[config.mk]
export PLATFORM = sky130hd
export DESIGN_NAME = dram_ras_cas_sequencer_unit
export DESIGN_NICKNAME = d
export VERILOG_FILES = /design/src/hdl/rcs_pkg.sv /design/src/hdl/dram_ras_cas_sequencer_unit.sv /design/src/hdl/rcs_in_stage.sv /design/src/hdl/rcs_seq.sv
export SDC_FILE = /design/constraint.sdc
export NUM_CORES = 1
export LEC_CHECK = 0
export CORE_ASPECT_RATIO = 1.75
export CORE_MARGIN = 5
export CORE_UTILIZATION = 50
export DETAILED_ROUTE_END_ITERATION = 7
export DONT_BUFFER_PORTS = 1
export PLACE_DENSITY = 0.71
export SYNTH_ARGS = -nofsm -noshare
export SYNTH_HDL_FRONTEND = slang
export SYNTH_HIERARCHICAL = 1
export SYNTH_SLANG_ARGS = --single-unit
[constraint.sdc]
create_clock -name clk -period 6.4 [get_ports clk]
set_input_delay 0.64 -clock clk [delete_from_list [all_inputs] [get_ports clk]]
set_output_delay 0.64 -clock clk [all_outputs]
set_load 0.1 [all_outputs]
[src/hdl/rcs_pkg.sv]
// Package for the DRAM RAS/CAS sequencer.
// It holds the request and result types, the operation codes and the register indexes.
// It has no dependencies.
package rcs_pkg;

    localparam int unsigned ADDR_W = 9;
    localparam int unsigned HOLD_W = 8;
    localparam int unsigned OP_W   = 2;
    localparam int unsigned CFG_IDX_W  = 1;
    localparam int unsigned CFG_DATA_W = 8;

    localparam logic [OP_W-1:0] OP_READ    = 2'd0;
    localparam logic [OP_W-1:0] OP_WRITE   = 2'd1;
    localparam logic [OP_W-1:0] OP_REFRESH = 2'd2;

    localparam logic [CFG_IDX_W-1:0] REG_HOLD_TICKS   = 1'd0;
    localparam logic [CFG_IDX_W-1:0] REG_POWER_ENABLE = 1'd1;

    localparam logic [HOLD_W-1:0] HOLD_TICKS_RESET = 8'd16;

    typedef struct packed {
        logic              start_req;
        logic [OP_W-1:0]   operation;
        logic [ADDR_W-1:0] row_addr;
        logic [ADDR_W-1:0] col_addr;
        logic              write_bit;
        logic              dram_dout;
    } in_item_t;

    typedef struct packed {
        logic              ras_n;
        logic              cas_n;
        logic              we_n;
        logic              din;
        logic [ADDR_W-1:0] addr_bus;
        logic              power_pin;
        logic              busy_res;
        logic              read_valid;
        logic              read_bit;
    } out_item_t;

endpackage

[src/hdl/dram_ras_cas_sequencer_unit.sv]
// Top level of the DRAM RAS/CAS sequencer: config registers, result register, checks.
// It instantiates rcs_in_stage and rcs_seq and depends on rcs_pkg.
//
// Each request is one tick of the DRAM pin sequencer and returns one result with the
// pin levels after that tick. A request is registered on entry, stepped through the
// phase logic and registered again on exit; a new request is taken every cycle while
// out_stall is low. An access takes 4 (read) or 5 (write) ticks plus hold_ticks, with a
// hold of 0 counting as 1; a refresh takes one start tick plus 2 ticks per row.
module dram_ras_cas_sequencer_unit
#(
    parameter int unsigned ADDR_BITS = 8
)
(
    input  logic                              clk,
    input  logic                              rst_n,
    input  logic                              in_valid,
    output logic                              in_stall,
    input  rcs_pkg::in_item_t                 in_data,
    output logic                              out_valid,
    input  logic                              out_stall,
    output rcs_pkg::out_item_t                out_data,
    input  logic                              cfg_wr_en,
    input  logic [rcs_pkg::CFG_IDX_W-1:0]     cfg_index,
    input  logic [rcs_pkg::CFG_DATA_W-1:0]    cfg_data
);

    logic                          item_vld;
    rcs_pkg::in_item_t             item;
    logic                          advance;
    rcs_pkg::out_item_t            result;
    logic                          out_vld_reg, out_vld_next;
    rcs_pkg::out_item_t            out_data_reg;
    logic [rcs_pkg::HOLD_W-1:0]    hold_ticks_reg;
    logic                          power_enable_reg;

    assign advance      = item_vld && (!out_vld_reg || !out_stall);
    assign out_vld_next = advance || (out_vld_reg && out_stall);
    assign out_valid    = out_vld_reg;
    assign out_data     = out_data_reg;

    rcs_in_stage u_in_stage
    (
        .clk      (clk),
        .rst_n    (rst_n),
        .in_valid (in_valid),
        .in_stall (in_stall),
        .in_data  (in_data),
        .advance  (advance),
        .item_vld (item_vld),
        .item     (item)
    );

    rcs_seq #(
        .ADDR_BITS (ADDR_BITS)
    ) u_seq
    (
        .clk          (clk),
        .rst_n        (rst_n),
        .advance      (advance),
        .item         (item),
        .hold_ticks   (hold_ticks_reg),
        .power_enable (power_enable_reg),
        .result       (result)
    );

    always_ff @(posedge clk or negedge rst_n)
    begin
        if (!rst_n)
        begin
            hold_ticks_reg   <= rcs_pkg::HOLD_TICKS_RESET;
            power_enable_reg <= 1'b0;
        end
        else if (cfg_wr_en)
        begin
            case (cfg_index)
                rcs_pkg::REG_HOLD_TICKS:   hold_ticks_reg   <= cfg_data;
                rcs_pkg::REG_POWER_ENABLE: power_enable_reg <= cfg_data[0];
                default:                   ;
            endcase
        end
    end

    always_ff @(posedge clk or negedge rst_n)
    begin
        if (!rst_n)
        begin
            out_vld_reg <= 1'b0;
        end
        else
        begin
            out_vld_reg <= out_vld_next;
        end
    end

    always_ff @(posedge clk)
    begin
        if (advance)
        begin
            out_data_reg <= result;
        end
    end

    // a sampled read bit ends the access: strobes released, sequencer idle
    a_read_release: assert property (@(posedge clk) disable iff (!rst_n)
        out_vld_reg && out_data_reg.read_valid |->
            out_data_reg.ras_n && out_data_reg.cas_n && !out_data_reg.busy_res)
        else $error("read sampled outside release tick");

    // CAS never goes low without RAS low
    a_cas_under_ras: assert property (@(posedge clk) disable iff (!rst_n)
        out_vld_reg && !out_data_reg.cas_n |-> !out_data_reg.ras_n)
        else $error("CAS low while RAS high");

    // a held request blocks the input only while the result side is full and stalled
    a_stall_cause: assert property (@(posedge clk) disable iff (!rst_n)
        in_stall |-> item_vld && out_vld_reg && out_stall)
        else $error("input stalled without cause");

endmodule

[src/hdl/rcs_in_stage.sv]
// Input register of the DRAM RAS/CAS sequencer.
// It captures one request and holds it until the sequencer advances.
// It depends on rcs_pkg.
module rcs_in_stage
(
    input  logic              clk,
    input  logic              rst_n,
    input  logic              in_valid,
    output logic              in_stall,
    input  rcs_pkg::in_item_t in_data,
    input  logic              advance,
    output logic              item_vld,
    output rcs_pkg::in_item_t item
);

    logic              vld_reg;
    logic              vld_next;
    logic              load;
    rcs_pkg::in_item_t data_reg;

    assign in_stall = vld_reg && !advance;
    assign load     = in_valid && !in_stall;
    assign vld_next = load || (vld_reg && !advance);
    assign item_vld = vld_reg;
    assign item     = data_reg;

    always_ff @(posedge clk or negedge rst_n)
    begin
        if (!rst_n)
        begin
            vld_reg <= 1'b0;
        end
        else
        begin
            vld_reg <= vld_next;
        end
    end

    always_ff @(posedge clk)
    begin
        if (load)
        begin
            data_reg <= in_data;
        end
    end

endmodule

[src/hdl/rcs_seq.sv]
// Pin sequencer of the DRAM RAS/CAS sequencer: phase state and pin levels.
// One step per request; the result is the pin levels after that tick.
// It depends on rcs_pkg.
module rcs_seq
#(
    parameter int unsigned ADDR_BITS = 8
)
(
    input  logic                          clk,
    input  logic                          rst_n,
    input  logic                          advance,
    input  rcs_pkg::in_item_t             item,
    input  logic [rcs_pkg::HOLD_W-1:0]    hold_ticks,
    input  logic                          power_enable,
    output rcs_pkg::out_item_t            result
);

    typedef enum logic [3:0] {
        PH_IDLE,
        PH_RASL,
        PH_DATA,
        PH_COL,
        PH_CASL,
        PH_HOLD,
        PH_REL,
        PH_REF_RASL,
        PH_REF_RASH
    } phase_t;

    localparam logic [rcs_pkg::ADDR_W-1:0] ADDR_MASK =
        rcs_pkg::ADDR_W'((1 << ADDR_BITS) - 1);

    phase_t                          phase_reg, phase_next;
    logic [rcs_pkg::HOLD_W-1:0]      hold_count_reg, hold_count_next;
    logic [rcs_pkg::ADDR_W-1:0]      sweep_row_reg, sweep_row_next;
    logic [rcs_pkg::ADDR_W-1:0]      held_row_reg, held_row_next;
    logic [rcs_pkg::ADDR_W-1:0]      held_col_reg, held_col_next;
    logic                            held_data_reg, held_data_next;
    logic [rcs_pkg::OP_W-1:0]        held_op_reg, held_op_next;
    logic                            we_reg, we_next;
    logic                            din_reg, din_next;
    logic [rcs_pkg::ADDR_W-1:0]      addr_reg, addr_next;
    logic                            ras_reg, ras_next;
    logic                            cas_reg, cas_next;
    logic                            rvalid;
    logic                            rbit;
    logic [rcs_pkg::HOLD_W-1:0]      hold_load;

    always_comb
    begin
        phase_next      = PH_IDLE;
        hold_count_next = hold_count_reg;
        sweep_row_next  = sweep_row_reg;
        held_row_next   = held_row_reg;
        held_col_next   = held_col_reg;
        held_data_next  = held_data_reg;
        held_op_next    = held_op_reg;
        we_next         = we_reg;
        din_next        = din_reg;
        addr_next       = addr_reg;
        ras_next        = ras_reg;
        cas_next        = cas_reg;
        rvalid          = 1'b0;
        rbit            = 1'b0;
        hold_load       = (hold_ticks != '0) ? hold_ticks - 1'b1 : '0;

        case (phase_reg)
            PH_IDLE:
            begin
                if (item.start_req && (item.operation <= rcs_pkg::OP_REFRESH))
                begin
                    held_op_next   = item.operation;
                    held_row_next  = item.row_addr & ADDR_MASK;
                    held_col_next  = item.col_addr & ADDR_MASK;
                    held_data_next = item.write_bit;
                    ras_next       = 1'b1;
                    cas_next       = 1'b1;
                    if (item.operation == rcs_pkg::OP_REFRESH)
                    begin
                        sweep_row_next = '0;
                        addr_next      = '0;
                        phase_next     = PH_REF_RASL;
                    end
                    else
                    begin
                        if (item.operation == rcs_pkg::OP_READ)
                        begin
                            we_next = 1'b1;
                        end
                        addr_next  = item.row_addr & ADDR_MASK;
                        phase_next = PH_RASL;
                    end
                end
            end
            PH_RASL:
            begin
                ras_next   = 1'b0;
                phase_next = (held_op_reg == rcs_pkg::OP_WRITE) ? PH_DATA : PH_COL;
            end
            PH_DATA:
            begin
                we_next    = 1'b0;
                din_next   = held_data_reg;
                phase_next = PH_COL;
            end
            PH_COL:
            begin
                addr_next  = held_col_reg;
                phase_next = PH_CASL;
            end
            PH_CASL:
            begin
                cas_next        = 1'b0;
                hold_count_next = hold_load;
                phase_next      = (hold_load != '0) ? PH_HOLD : PH_REL;
            end
            PH_HOLD:
            begin
                if (hold_count_reg != '0)
                begin
                    hold_count_next = hold_count_reg - 1'b1;
                end
                phase_next = (hold_count_next != '0) ? PH_HOLD : PH_REL;
            end
            PH_REL:
            begin
                if (held_op_reg == rcs_pkg::OP_READ)
                begin
                    rvalid = 1'b1;
                    rbit   = item.dram_dout;
                end
                ras_next   = 1'b1;
                cas_next   = 1'b1;
                phase_next = PH_IDLE;
            end
            PH_REF_RASL:
            begin
                ras_next   = 1'b0;
                phase_next = PH_REF_RASH;
            end
            PH_REF_RASH:
            begin
                ras_next = 1'b1;
                if (sweep_row_reg >= ADDR_MASK)
                begin
                    sweep_row_next = '0;
                    phase_next     = PH_IDLE;
                end
                else
                begin
                    sweep_row_next = sweep_row_reg + 1'b1;
                    addr_next      = sweep_row_reg + 1'b1;
                    phase_next     = PH_REF_RASL;
                end
            end
            default:
            begin
                ras_next   = 1'b1;
                cas_next   = 1'b1;
                phase_next = PH_IDLE;
            end
        endcase
    end

    always_comb
    begin
        result.ras_n      = ras_next;
        result.cas_n      = cas_next;
        result.we_n       = we_next;
        result.din        = din_next;
        result.addr_bus   = addr_next;
        result.power_pin  = power_enable;
        result.busy_res   = (phase_next != PH_IDLE);
        result.read_valid = rvalid;
        result.read_bit   = rbit;
    end

    always_ff @(posedge clk or negedge rst_n)
    begin
        if (!rst_n)
        begin
            phase_reg      <= PH_IDLE;
            hold_count_reg <= '0;
            sweep_row_reg  <= '0;
            held_row_reg   <= '0;
            held_col_reg   <= '0;
            held_data_reg  <= 1'b0;
            held_op_reg    <= '0;
            we_reg         <= 1'b1;
            din_reg        <= 1'b0;
            addr_reg       <= '0;
            ras_reg        <= 1'b1;
            cas_reg        <= 1'b1;
        end
        else if (advance)
        begin
            phase_reg      <= phase_next;
            hold_count_reg <= hold_count_next;
            sweep_row_reg  <= sweep_row_next;
            held_row_reg   <= held_row_next;
            held_col_reg   <= held_col_next;
            held_data_reg  <= held_data_next;
            held_op_reg    <= held_op_next;
            we_reg         <= we_next;
            din_reg        <= din_next;
            addr_reg       <= addr_next;
            ras_reg        <= ras_next;
            cas_reg        <= cas_next;
        end
    end

endmodule
# After elaboration in Yosys (flattened, before gate mapping)
# Cells that the tools add are included.
word_totals:
  in_bits: 37
  reg_bits: 94
  word_cells: 108
  output_inout_bits: 19
op_classes:
  addsub: 3
  n_reduce_logical: 31
  n_bitwise: 1
  n_eq_ne: 12
  n_mux: 29
  order_cmp: 2
ops:
  columns: ["operator", "n"]
  rows:
  - ["2-to-1 mux 9 bit", 5]
  - ["2-to-1 mux 8 bit", 4]
  - ["case mux 4 bit (8 select lines)", 1]
  - ["nonzero test 8 bit", 4]
  - ["case mux 9 bit (3 select lines)", 1]
  - ["case mux 9 bit (2 select lines)", 1]
  - ["equality test 4 x 3 -> 1 bit (second input constant)", 4]
  - ["case mux 8 bit (2 select lines)", 1]
  - ["subtractor 8 x 1 -> 8 bit (second input constant)", 2]
  - ["adder 9 x 1 -> 9 bit (second input constant)", 1]
  - [">= comparator 9 x 8 -> 1 bit (second input constant)", 1]
  - ["equality test 4 x 2 -> 1 bit (second input constant)", 2]
  - ["2-to-1 mux 1 bit", 8]
  - ["AND reduction 2 bit", 4]
  - ["2-to-1 mux 3 bit", 2]
  - ["case mux 1 bit (3 select lines)", 2]
  - ["OR reduction 6 bit", 1]
  - ["logical AND 1 bit", 5]
  - ["equality test 4 x 1 -> 1 bit (second input constant)", 1]
  - ["equality test 4 bit (second input constant)", 1]
  - ["logical NOT 1 bit", 4]
  - ["logical NOT 2 bit", 2]
  - ["logical NOT 4 bit", 1]
  - ["2-to-1 mux 2 bit", 2]
  - ["14 further kinds", 18]

# Depth between registers and ports, before layout
logic_depth:
  ltp_word: 8
  mapped_depth: 12
  ltp_nobuf: 11

# By module
# The synthesis kept the hierarchy.
by_module_without_submodules:
  columns: ["mod", "n_inst", "cells_per_inst", "area_per_inst_um2", "seq_area_each_um2"]
  rows:
  - ["rcs_seq", 1, 344, 3041.7, 1129.8]
  - ["dram_ras_cas_sequencer_unit", 1, 41, 937.1, 762.0]
  - ["rcs_in_stage", 1, 28, 748.2, 715.7]

# Worst setup path after synthesis
# OpenSTA, ideal clock, no wires.
synth_timing:
  path_type: "register to output"
  startpoint: "register out_vld_reg (netlist: out_valid)"
  endpoint: "output port in_stall"
  t_required_ns: 5.760
  slack_ns: 2.491
  path_buffers: 0
  t_arrival_ns: 3.269
  path_stages_with_launch: 4
  path_cell_list: "dfrtp_1 -> a21boi_0 -> nand2b_4 -> inv_1"
synth_via:
  elab_chain_len: 5
synth_lines:
  columns: ["item", "line", "text"]
  rows:
  - ["start: declaration", "dram_ras_cas_sequencer_unit.sv:31", "logic out_vld_reg, out_vld_next;"]
  - ["start signal: assignment", "dram_ras_cas_sequencer_unit.sv:91", "out_vld_reg <= out_vld_next;"]
  - ["logical NOT 1 bit", "dram_ras_cas_sequencer_unit.sv:36", "assign advance = item_vld && (!out_vld_reg || !out_stall);"]
  - ["logical OR 1 bit", "dram_ras_cas_sequencer_unit.sv:36", null]
  - ["logical AND 1 bit", "dram_ras_cas_sequencer_unit.sv:36", null]
  - ["named net advance", "dram_ras_cas_sequencer_unit.sv:29", "logic advance;"]
  - ["logical NOT 1 bit", "rcs_in_stage.sv:21", "assign in_stall = vld_reg && !advance;"]
  - ["logical AND 1 bit", "rcs_in_stage.sv:21", null]
  - ["end: declaration", "dram_ras_cas_sequencer_unit.sv:17", "output logic in_stall,"]
# The timed path passes the listed nets, and every way through them passes these cells.

# Worst setup path in the final report
layout_timing:
  startpoint: "register u_seq/sweep_row_reg[0] in the netlist's numbering"
  endpoint: "register u_seq/sweep_row_reg[5] in the netlist's numbering"
layout_via:
  elab_chain_len: 3
  word_cells_on_any_way: 4
  classes_between: "add/sub: 1; order compare: 1; mux: 2"
layout_lines:
  columns: ["item", "line", "text"]
  rows:
  - ["start: declaration", "rcs_seq.sv:35", "logic [rcs_pkg::ADDR_W-1:0] sweep_row_reg, sweep_row_next;"]
  - ["start signal: assignment", "rcs_seq.sv:199", "sweep_row_reg <= sweep_row_next;"]
  - ["adder 9 x 1 -> 9 bit / >= comparator 9 x 8 -> 1 bit (equally long branches)", "rcs_seq.sv:151, rcs_seq.sv:144", null]
  - ["2-to-1 mux 9 bit *", "rcs_seq.sv:144", "if (sweep_row_reg >= ADDR_MASK)"]
  - ["case mux 9 bit (2 select lines) *", "rcs_seq.sv:67", "case (phase_reg)"]
# Every way passes the cells marked *; elsewhere a longest branch is shown, timed or not.
# A chain may end at the register's enable or synchronous reset.

==> tab_implementation.tex <==
\begin{tabular}{lr}
\hline
Metric & Value \\
\hline
\multicolumn{2}{l}{\textbf{Routing}} \\
Post-detailed-route DRC marker count & 0 \\
Number of vias per cell after detailed routing & about 6.0 \\
Vias post-DR & 3,148 \\
Starting DRC count in detailed routing & 135 \\
DRT Pass-1 Iters & 4 \\
Routed wire length & 9528 µm \\
Average wire per cell in the routed design & 18.18 µm \\
Number of nets still failing antenna checks after routing & 0 \\
\multicolumn{2}{l}{\textbf{Hold path}} \\
Path category of the worst min-delay check & in2async \\
\multicolumn{2}{l}{\textbf{Global routing}} \\
Pin count of the biggest net entering global routing & 53 \\
Aggregate global-route resource usage & 0.1771 \\
Total grt overflow & 0 \\
Via count of the first global-routing pass & 3,220 \\
Number of antenna violations at the first check in global routing & 0 \\
Global-route wire length before repair & 15,990 µm \\
\multicolumn{2}{l}{\textbf{Synthesis}} \\
Netlist Area Pre-Place & between 4000 and 5000 µm² \\
Synthesized netlist cell count & 411 \\
Synthesized Nets & 452 \\
Number of warnings reported in the yosys synthesis log & 6 \\
Mean cell area of the mapped netlist & 11.36 µm² \\
\multicolumn{2}{l}{\textbf{Floorplan}} \\
Row cnt & 46 \\
Die W & between 80 and 90 µm \\
Initial Util & 0.5132 \\
Die footprint & 11,440 µm² \\
Count of pins on the block boundary & 56 \\
Std-Cell Core Area & 9094 µm² \\
Vertical extent of the die & 137.8 µm \\
\multicolumn{2}{l}{\textbf{STA}} \\
Setup-violating endpoint count in the final report & 0 \\
Post-Route Skew & 0.01138 ns \\
RSZ-0062 raised after global routing & false \\
Relative max-transition margin & 0.3484 \\
Crit path time final & $\sim$3.2 ns \\
Max frequency & 0.3115 GHz \\
Final max-slew violation count & 0 \\
Pin slew with the least headroom to its limit & slightly below 1 ns \\
Final period util & 0.5016 \\
Smallest hold slack & 0.1342 ns \\
Final Hold Viols & 0 \\
Total Negative Setup Slacks & 0 ns \\
\multicolumn{2}{l}{\textbf{Placed design}} \\
Placer Congestion & 0.8795 \\
Final HPWL DP & 6763 µm \\
Number of buffer cells added on primary ports & 0 \\
\multicolumn{2}{l}{\textbf{Layout}} \\
Ratio of cells with drive above 1 in the final layout & 0.1460 \\
Antenna Cells & 0 \\
Number of filler cells placed in the layout & 786 \\
Nets@finish & 440 \\
FF+latch area & 2547 µm² \\
Signed area change from the synthesized netlist to the final layout & 8.472\% \\
Multi-input gate area in the final layout & 1962 µm² \\
Max FFs per register & 21 \\
\multicolumn{2}{l}{\textbf{Clock tree}} \\
Clock-pin slew on the worst setup and hold paths & about 0.07 ns \\
Maximum level of the CTS H-tree & 3 \\
Total clock sinks & 94 \\
Number of buffers on the longest clock path & 2 \\
CTS tree & yes \\
Clock root buffer & sky130\_fd\_sc\_hd\_\_clkbuf\_16 \\
Num CTS Buffers & 9 \\
Clock latency on the worst-skew pair & 0.34 ns \\
\multicolumn{2}{l}{\textbf{Setup path}} \\
Nature of the critical path endpoint & flip-flop \\
Number of cells traversed by the worst register-to-register path & 10 \\
Type of the setup path with the least slack & reg2reg \\
Nature of the critical path startpoint & flip-flop \\
Max FO, Critical Path & 8 \\
Required time of the critical path & 6.61 ns \\
Critical Path AT & 3.42 ns \\
\multicolumn{2}{l}{\textbf{Power and ir drop}} \\
Static Leak & just over 2 nW \\
Cell area power density & 460.5 nW/µm² \\
Worst supply voltage drop on vdd & 0.2390 mV \\
\multicolumn{2}{l}{\textbf{Outcome}} \\
Run status & completed \\
\multicolumn{2}{l}{\textbf{Run}} \\
Maximum capacitance violations & 0 \\
\hline
\end{tabular}
==> cells in the final DEF, fill, tap and decap left out, drive strengths merged, types with 2 or more instances in the layout <==
| master | instances |
|---|---|
| a211o | 2 |
| a21boi | 3 |
| a21o | 14 |
| a21oi | 17 |
| a221o | 2 |
| a22o | 7 |
| a22oi | 6 |
| a31oi | 5 |
| and2 | 2 |
| and3 | 3 |
| and4b | 2 |
| buf | 2 |
| clkbuf | 13 |
| dfrtp | 52 |
| dfstp | 4 |
| edfxtp | 38 |
| ha | 4 |
| inv | 13 |
| mux2 | 27 |
| mux2i | 2 |
| nand2 | 26 |
| nand2b | 8 |
| nand3 | 6 |
| nand4 | 4 |
| nor2 | 32 |
| nor2b | 7 |
| nor3 | 12 |
| nor3b | 3 |
| nor4 | 4 |
| nor4b | 3 |
| o21ai | 31 |
| o22a | 2 |
| o311ai | 2 |
| o31ai | 7 |
| or2 | 3 |
| or3 | 4 |
| xnor2 | 5 |
| xor2 | 5 |
==> area by class of cell <==
cell class,instances,share of cell area
flip-flops and latches,94,0.5032
clock buffers,13,0.05561
well taps,120,0.02966
multi-input cells,281,0.3875
clock inverters,3,0.008898
repair buffers,2,0.006920
inverters,11,0.008156
==> metrics by stage <==
step,utilization,instances,power [mW],worst slack [ns],instance area [µm²]
global placement,0.5177,507,1.740,3.287,4708
finish,0.5567,524,2.331,3.190,5062
floorplan,-,411,1.657,2.491,4667
CTS,0.5567,524,2.346,3.177,5062
detailed placement,0.5177,507,1.765,3.188,4708
global route,0.5567,524,2.464,2.934,5062
==> timing repair <==
action | in CTS | in global routing
endpoints found under the hold margin | 52 | 0
hold buffers | 1 | 0
buffers inserted | 0 | 0
resized for setup | 0 | 0
==> report_power, final <==
group	switching (mW)	internal, mW	total (mW)
combinational	0.289	0.247	0.536
clock	0.216	0.349	0.566
sequential	0.414	0.816	1.23
total	0.920	1.41	2.33
==> worst max-delay path: stages, from the launching register on <==
cell and delay, ns:
sky130_fd_sc_hd__dfrtp_1 0.43, sky130_fd_sc_hd__ha_1 0.28, sky130_fd_sc_hd__and3_1 0.24, sky130_fd_sc_hd__and3_1 0.24, sky130_fd_sc_hd__and3_1 0.19, sky130_fd_sc_hd__ha_1 0.17, sky130_fd_sc_hd__nor2_1 0.15, sky130_fd_sc_hd__nand4_1 0.23
sky130_fd_sc_hd__nor2_1 0.56, sky130_fd_sc_hd__nand2_1 0.25, sky130_fd_sc_hd__o41ai_1 0.33
==> metal layers <==
metal	vias up	part of all wire	GRT usage
li1	1507	-	-
met1	1544	0.38	0.1922
met2	78	0.55	0.3241
met3	19	0.043	0.04010
met4	0	0.028	0.08636
met5	-	0	0
==> final timing paths <==
| path | start | endpoint | slack, ns |
|---|---|---|---|
| worst max-delay path | u_seq/sweep_row_reg[0] | u_seq/sweep_row_reg[5] | 3.19 |
| worst min-delay path | rst_n | u_seq/ras_reg | 0.13 |
| worst max register to register | u_seq/sweep_row_reg[0] | u_seq/sweep_row_reg[5] | 3.19 |
| worst min register to register | power_enable_reg | out_data[3] | 0.45 |
| max in group asynchronous | rst_n | u_seq/sweep_row_reg[3] | 5.99 |
| min in group clk | in_data[6] | u_in_stage/item[6] | 0.40 |
Note: power is estimated with default switching activity, not from simulation.
